**src/rtl/ntt9_pkg.sv**
```systemverilog
// shared types and constants for the 9-point radix-3 ntt, modulus 3457
// no dependencies

package ntt9_pkg;

    typedef logic signed [15:0] t_coef;

    localparam int NUM_ROWS   = 9;
    localparam int NUM_TW     = 8;
    localparam int CFG_IDX_W  = $clog2(NUM_TW);

    // montgomery constants: q * qinv == 1 mod 2^16
    localparam logic [15:0]  QINV  = 16'd12929;
    localparam t_coef        QMOD  = 16'sd3457;
    localparam t_coef        KAPPA = -16'sd886;

    // pipeline depths of one montgomery multiplier and one butterfly
    localparam int MONT_LAT = 3;
    localparam int BFLY_LAT = 2 * MONT_LAT + 1;

    // twiddle register indexes
    typedef enum logic [CFG_IDX_W-1:0] {
        TW_A0 = 3'd0,
        TW_A1 = 3'd1,
        TW_B0 = 3'd2,
        TW_B1 = 3'd3,
        TW_C0 = 3'd4,
        TW_C1 = 3'd5,
        TW_D0 = 3'd6,
        TW_D1 = 3'd7
    } t_tw_idx;

endpackage

```
**src/rtl/ntt9_mont.sv**
```systemverilog
// three-stage signed montgomery multiplier: product, m = v*qinv, (v - m*q) >> 16
// depends on ntt9_pkg

module ntt9_mont import ntt9_pkg::*; (
    input  logic  i_clk,
    input  logic  i_en,
    input  t_coef i_a,
    input  t_coef i_b,
    output t_coef o_r
);

    logic signed [31:0] r_v;
    logic signed [31:0] r_v2;
    t_coef              r_m;
    t_coef              r_r;

    logic signed [31:0] n_v;
    t_coef              n_m;
    logic signed [31:0] n_d;

    assign n_v = 32'(i_a) * 32'(i_b);
    assign n_m = t_coef'(32'(r_v[15:0]) * 32'(QINV));
    // low half of n_d is zero by construction, the shift is exact
    assign n_d = r_v2 - 32'(r_m) * 32'(QMOD);

    always_ff @(posedge i_clk) begin
        if (i_en) begin
            r_v  <= n_v;
            r_v2 <= r_v;
            r_m  <= n_m;
            r_r  <= t_coef'(n_d[31:16]);
        end
    end

    assign o_r = r_r;

endmodule

```
**src/rtl/ntt9_bfly.sv**
```systemverilog
// pipelined radix-3 butterfly: two twiddle products, kappa product, final sums
// depends on ntt9_pkg, ntt9_mont

module ntt9_bfly import ntt9_pkg::*; (
    input  logic  i_clk,
    input  logic  i_en,
    input  t_coef i_a,
    input  t_coef i_b,
    input  t_coef i_c,
    input  t_coef i_z1,
    input  t_coef i_z2,
    output t_coef o_a,
    output t_coef o_b,
    output t_coef o_c
);

    localparam int ADLY = 2 * MONT_LAT;

    t_coef w_t1, w_t2, w_t3;
    t_coef n_diff;

    t_coef r_a_dly  [ADLY];
    t_coef r_t1_dly [MONT_LAT];
    t_coef r_t2_dly [MONT_LAT];
    t_coef r_oa, r_ob, r_oc;

    ntt9_mont u_t1 (.i_clk(i_clk), .i_en(i_en), .i_a(i_z1), .i_b(i_b), .o_r(w_t1));
    ntt9_mont u_t2 (.i_clk(i_clk), .i_en(i_en), .i_a(i_z2), .i_b(i_c), .o_r(w_t2));

    assign n_diff = w_t1 - w_t2;

    ntt9_mont u_t3 (.i_clk(i_clk), .i_en(i_en), .i_a(KAPPA), .i_b(n_diff), .o_r(w_t3));

    always_ff @(posedge i_clk) begin
        if (i_en) begin
            r_a_dly[0]  <= i_a;
            for (int k = 1; k < ADLY; k++) begin
                r_a_dly[k] <= r_a_dly[k-1];
            end
            r_t1_dly[0] <= w_t1;
            r_t2_dly[0] <= w_t2;
            for (int k = 1; k < MONT_LAT; k++) begin
                r_t1_dly[k] <= r_t1_dly[k-1];
                r_t2_dly[k] <= r_t2_dly[k-1];
            end
            r_oa <= r_a_dly[ADLY-1] + r_t1_dly[MONT_LAT-1] + r_t2_dly[MONT_LAT-1];
            r_ob <= r_a_dly[ADLY-1] - r_t2_dly[MONT_LAT-1] + w_t3;
            r_oc <= r_a_dly[ADLY-1] - r_t1_dly[MONT_LAT-1] - w_t3;
        end
    end

    assign o_a = r_oa;
    assign o_b = r_ob;
    assign o_c = r_oc;

endmodule

```
**config.mk**
```make
export PLATFORM = sky130hd
export DESIGN_NAME = ntt9_bfly
export DESIGN_NICKNAME = d
export VERILOG_FILES = /design/src/rtl/ntt9_pkg.sv /design/src/rtl/ntt9_mont.sv /design/src/rtl/ntt9_bfly.sv
export SDC_FILE = /design/constraint.sdc
export NUM_CORES = 2
export LEC_CHECK = 0
export BUFFER_PORTS_ARGS = -buffer_cell sky130_fd_sc_hd__buf_2
export CAP_MARGIN = 5
export CELL_PAD_IN_SITES_DETAIL_PLACEMENT = 0
export CELL_PAD_IN_SITES_GLOBAL_PLACEMENT = 2
export CORE_ASPECT_RATIO = 0.6
export CORE_MARGIN = 5
export CORE_UTILIZATION = 47
export CTS_BUF_LIST = sky130_fd_sc_hd__clkbuf_4 sky130_fd_sc_hd__clkbuf_8 sky130_fd_sc_hd__clkbuf_16
export DETAILED_ROUTE_END_ITERATION = 8
export GPL_ROUTABILITY_DRIVEN = 0
export GPL_TIMING_DRIVEN = 0
export HOLD_SLACK_MARGIN = 0.1
export PLACE_DENSITY = 0.88
export SYNTH_ARGS = -nofsm -noshare
export SYNTH_HDL_FRONTEND = slang
export SYNTH_SLANG_ARGS = --single-unit
```
**constraint.sdc**
```tcl
create_clock -name i_clk -period 13.4 [get_ports i_clk]
set_input_delay 1.34 -clock i_clk [delete_from_list [all_inputs] [get_ports i_clk]]
set_output_delay 1.34 -clock i_clk [all_outputs]
set_load 0.05 [all_outputs]
```
==> results.json <==
{
  "outcome": "finished, final reports clean",
  "pin_count": 130,
  "h-tree-depth": 2,
  "grt_pass1_wl_um": 188000,
  "synth_cell_types": 75,
  "drt_first_iter_violations": 1947,
  "yosys_register_bits": 494,
  "finalHoldViolations": 0,
  "finalCritPeriodShare": 0.623,
  "synth_top_cell_by_area": "edfxtp_1",
  "ys_warn_count": 0,
  "drive_above_1_share": 0.0516,
  "post_cts_buffers": 0,
  "synth_flop_cell": "edfxtp_1",
  "max_freq_ghz": 0.120,
  "synth_fp_nets": 6213,
  "syn_area_sq_um": 52700,
  "drt-total-wl_um": 116000,
  "dp_hpwl_um": 96900,
  "clk_latency_ns": 0.63,
  "cp-end-kind": "flip-flop",
  "grt_setup_unrepaired": "no",
  "first_pass_iters": 5,
  "ctsResizeCount": 0,
  "port_buffers": 129,
  "place_inst": 6393,
  "ant_nets": 0,
  "finalSetupViolCount": 0,
  "vias": 32600,
  "viasPerCell": 5.02,
  "cp.required_ns": 13.75,
  "drv_slew": 0,
  "drc": 0,
  "crit_arrival_ns": 8.70,
  "synth_edf_count": 494,
  "root_buffer": "clkbuf_16",
  "fin_worst_skew_ns": 0.0311,
  "clock_path_buffers": 3,
  "fin_cells": 6485,
  "wire_per_inst_um": 17.8,
  "netlist_instances": 4757,
  "final_nets": 6400,
  "synth_common_cells": "inv_1, fa_1, ha_1",
  "track_usage": 0.197,
  "hp-class": "flip-flop to flip-flop",
  "fin_crit_ns": 8.35,
  "grt_max_degree": 134,
  "cts_inserted_buffers": 52,
  "worst-setup-path-type": "input pin to flip-flop",
  "die_h_um": 269,
  "avgSynthCellArea_sq_um": 11.1,
  "crit_path_max_fanout": 10,
  "cts.sinks": 494,
  "fillers": 10100,
  "hold_buffers": 0,
  "antenna_found_initial": 6,
  "grt_pass1_vias": 33500,
  "area_delta_synth_final_pct": 8.13,
  "synth_top_area_share": 0.282,
  "ys_seq_area_frac": 0.282,
  "relSlewSlack": 0.195,
  "tightest_slew_ns": 1.18,
  "async_flop_share": 0,
  "num_rows": 95,
  "tns_ns": 0,
  "gr-total-overflow": 0,
  "die_area_sq_um": 119000,
  "synth.area.top_cells": "edfxtp_1, fa_1, ha_1",
  "cts_tree": "built",
  "start_kind": "input pin",
  "antenna_cells": 0,
  "die_x_um": 442,
  "cap_violations": 0,
  "yosysMostFrequentCell": "inv_1",
  "start_util": 0.472,
  "core_area_sq_um": 112000,
  "clk_pin_slew_ns": 0.06
}
==> logic make-up after synthesis <==
kind of cell	share of synthesized area
adders and majority gates	0.427
buffers and inverters	0.0738
and+or+nand+nor	0.0871
AOI/OAI and AO/OA	0.0667
DFF	0.282
xor gates and xnor gates	0.0599
muxes	0.00361
==> registers in the layout (all words and copies together) (netlist names), 25 cells and up <==
name and count:
r_a_dly 96, r_t1_dly 48, r_t2_dly 48, u_t1.r_v 32, u_t1.r_v2 25, u_t2.r_v 32
u_t2.r_v2 25, u_t3.r_v 26, u_t3.r_v2 26
==> cell type report <==
type / count / area [sq um] / area share
Tap cell: 1503 / 1880 / 0.0330
Sequential cell: 494 / 14800 / 0.260
Multi-Input combinational cell: 3227 / 34000 / 0.596
Clock buffer: 57 / 1340 / 0.0235
Timing Repair Buffer: 133 / 766 / 0.0134
Clock inverter: 35 / 295 / 0.00518
Buffer: 65 / 244 / 0.00428
Inverter: 971 / 3640 / 0.0640
==> path summary, 6_finish.rpt <==
check / from / end / slack [ns] / depth (start not counted)
worst min register to register: r_a_dly[3][8] / r_a_dly[4][8] / 0.41 / 0
worst max register to register: u_t1.r_m[5] / u_t1.o_r[15] / 5.78 / 25
worst max-delay path: i_z2[8] / u_t2.r_v[31] / 5.05 / 21
worst min-delay path: r_a_dly[3][8] / r_a_dly[4][8] / 0.41 / 0
==> metrics by stage <==
step / worst slack (ns) / cell area, sq um / hold WS, ns / utilization
global route: 4.70 / 57000 / 0.415 / 0.510
CTS: 5.17 / 57000 / 0.413 / 0.510
finish: 5.05 / 57000 / 0.411 / 0.510
global placement: 3.35 / 55200 / 0.401 / 0.495
detailed placement: 4.54 / 55300 / 0.405 / 0.496
floorplan: 6.14 / 52700 / 0.400 / -
==> critical path, cell delays in order <==
cell	delay, ns
buf_2	0.30
clkbuf_1	0.64
nand2_1	0.19
fa_1	0.54
fa_1	0.47
fa_1	0.53
fa_1	0.58
inv_1	0.06
fa_1	0.50
fa_1	0.42
ha_1	0.34
and3_1	0.22
or2_2	0.27
a311oi_1	0.71
o311ai_1	0.29
o311ai_1	0.45
a31oi_1	0.26
nand4_1	0.17
nand4b_1	0.11
a21oi_1	0.21
xnor2_1	0.09
==> per-layer routing <==
layer	global-route usage	routed length [um]	vias to the layer above
li1	-	-	15800
met1	0.331	63000	15900
met2	0.260	43000	744
met3	0.0484	8730	76
met4	0.0217	1040	0
met5	0	0	-
==> cells in the final DEF, fill, tap and decap left out, drive strengths merged, types with 8 or more instances in the layout <==
| master | synthesis | layout |
|---|---|---|
| inv | 970 | 973 |
| fa | 704 | 704 |
| ha | 670 | 670 |
| edfxtp | 494 | 494 |
| nand2 | 345 | 345 |
| xnor2 | 240 | 240 |
| and2 | 229 | 229 |
| a21oi | 160 | 160 |
| buf | 0 | 133 |
| nor2 | 131 | 131 |
| clkbuf | 65 | 122 |
| xor2 | 113 | 113 |
| o21ai | 110 | 110 |
| a21o | 84 | 84 |
| nor3 | 53 | 53 |
| nand3 | 41 | 41 |
| nor2b | 33 | 33 |
| nand2b | 32 | 32 |
| o21bai | 31 | 31 |
| o21a | 30 | 30 |
| clkinv | 1 | 28 |
| and3 | 19 | 19 |
| or3 | 17 | 17 |
| a211oi | 17 | 17 |
| nand4 | 12 | 12 |
| a31oi | 12 | 12 |
| or2 | 11 | 11 |
| o211ai | 11 | 11 |
| mux2i | 10 | 10 |
| a31o | 9 | 9 |
| mux2 | 8 | 8 |
| a21boi | 8 | 8 |
Power is left out: the tool's default activity adds up to more than one toggle a clock period on the data nets, which glitch-free logic cannot reach.
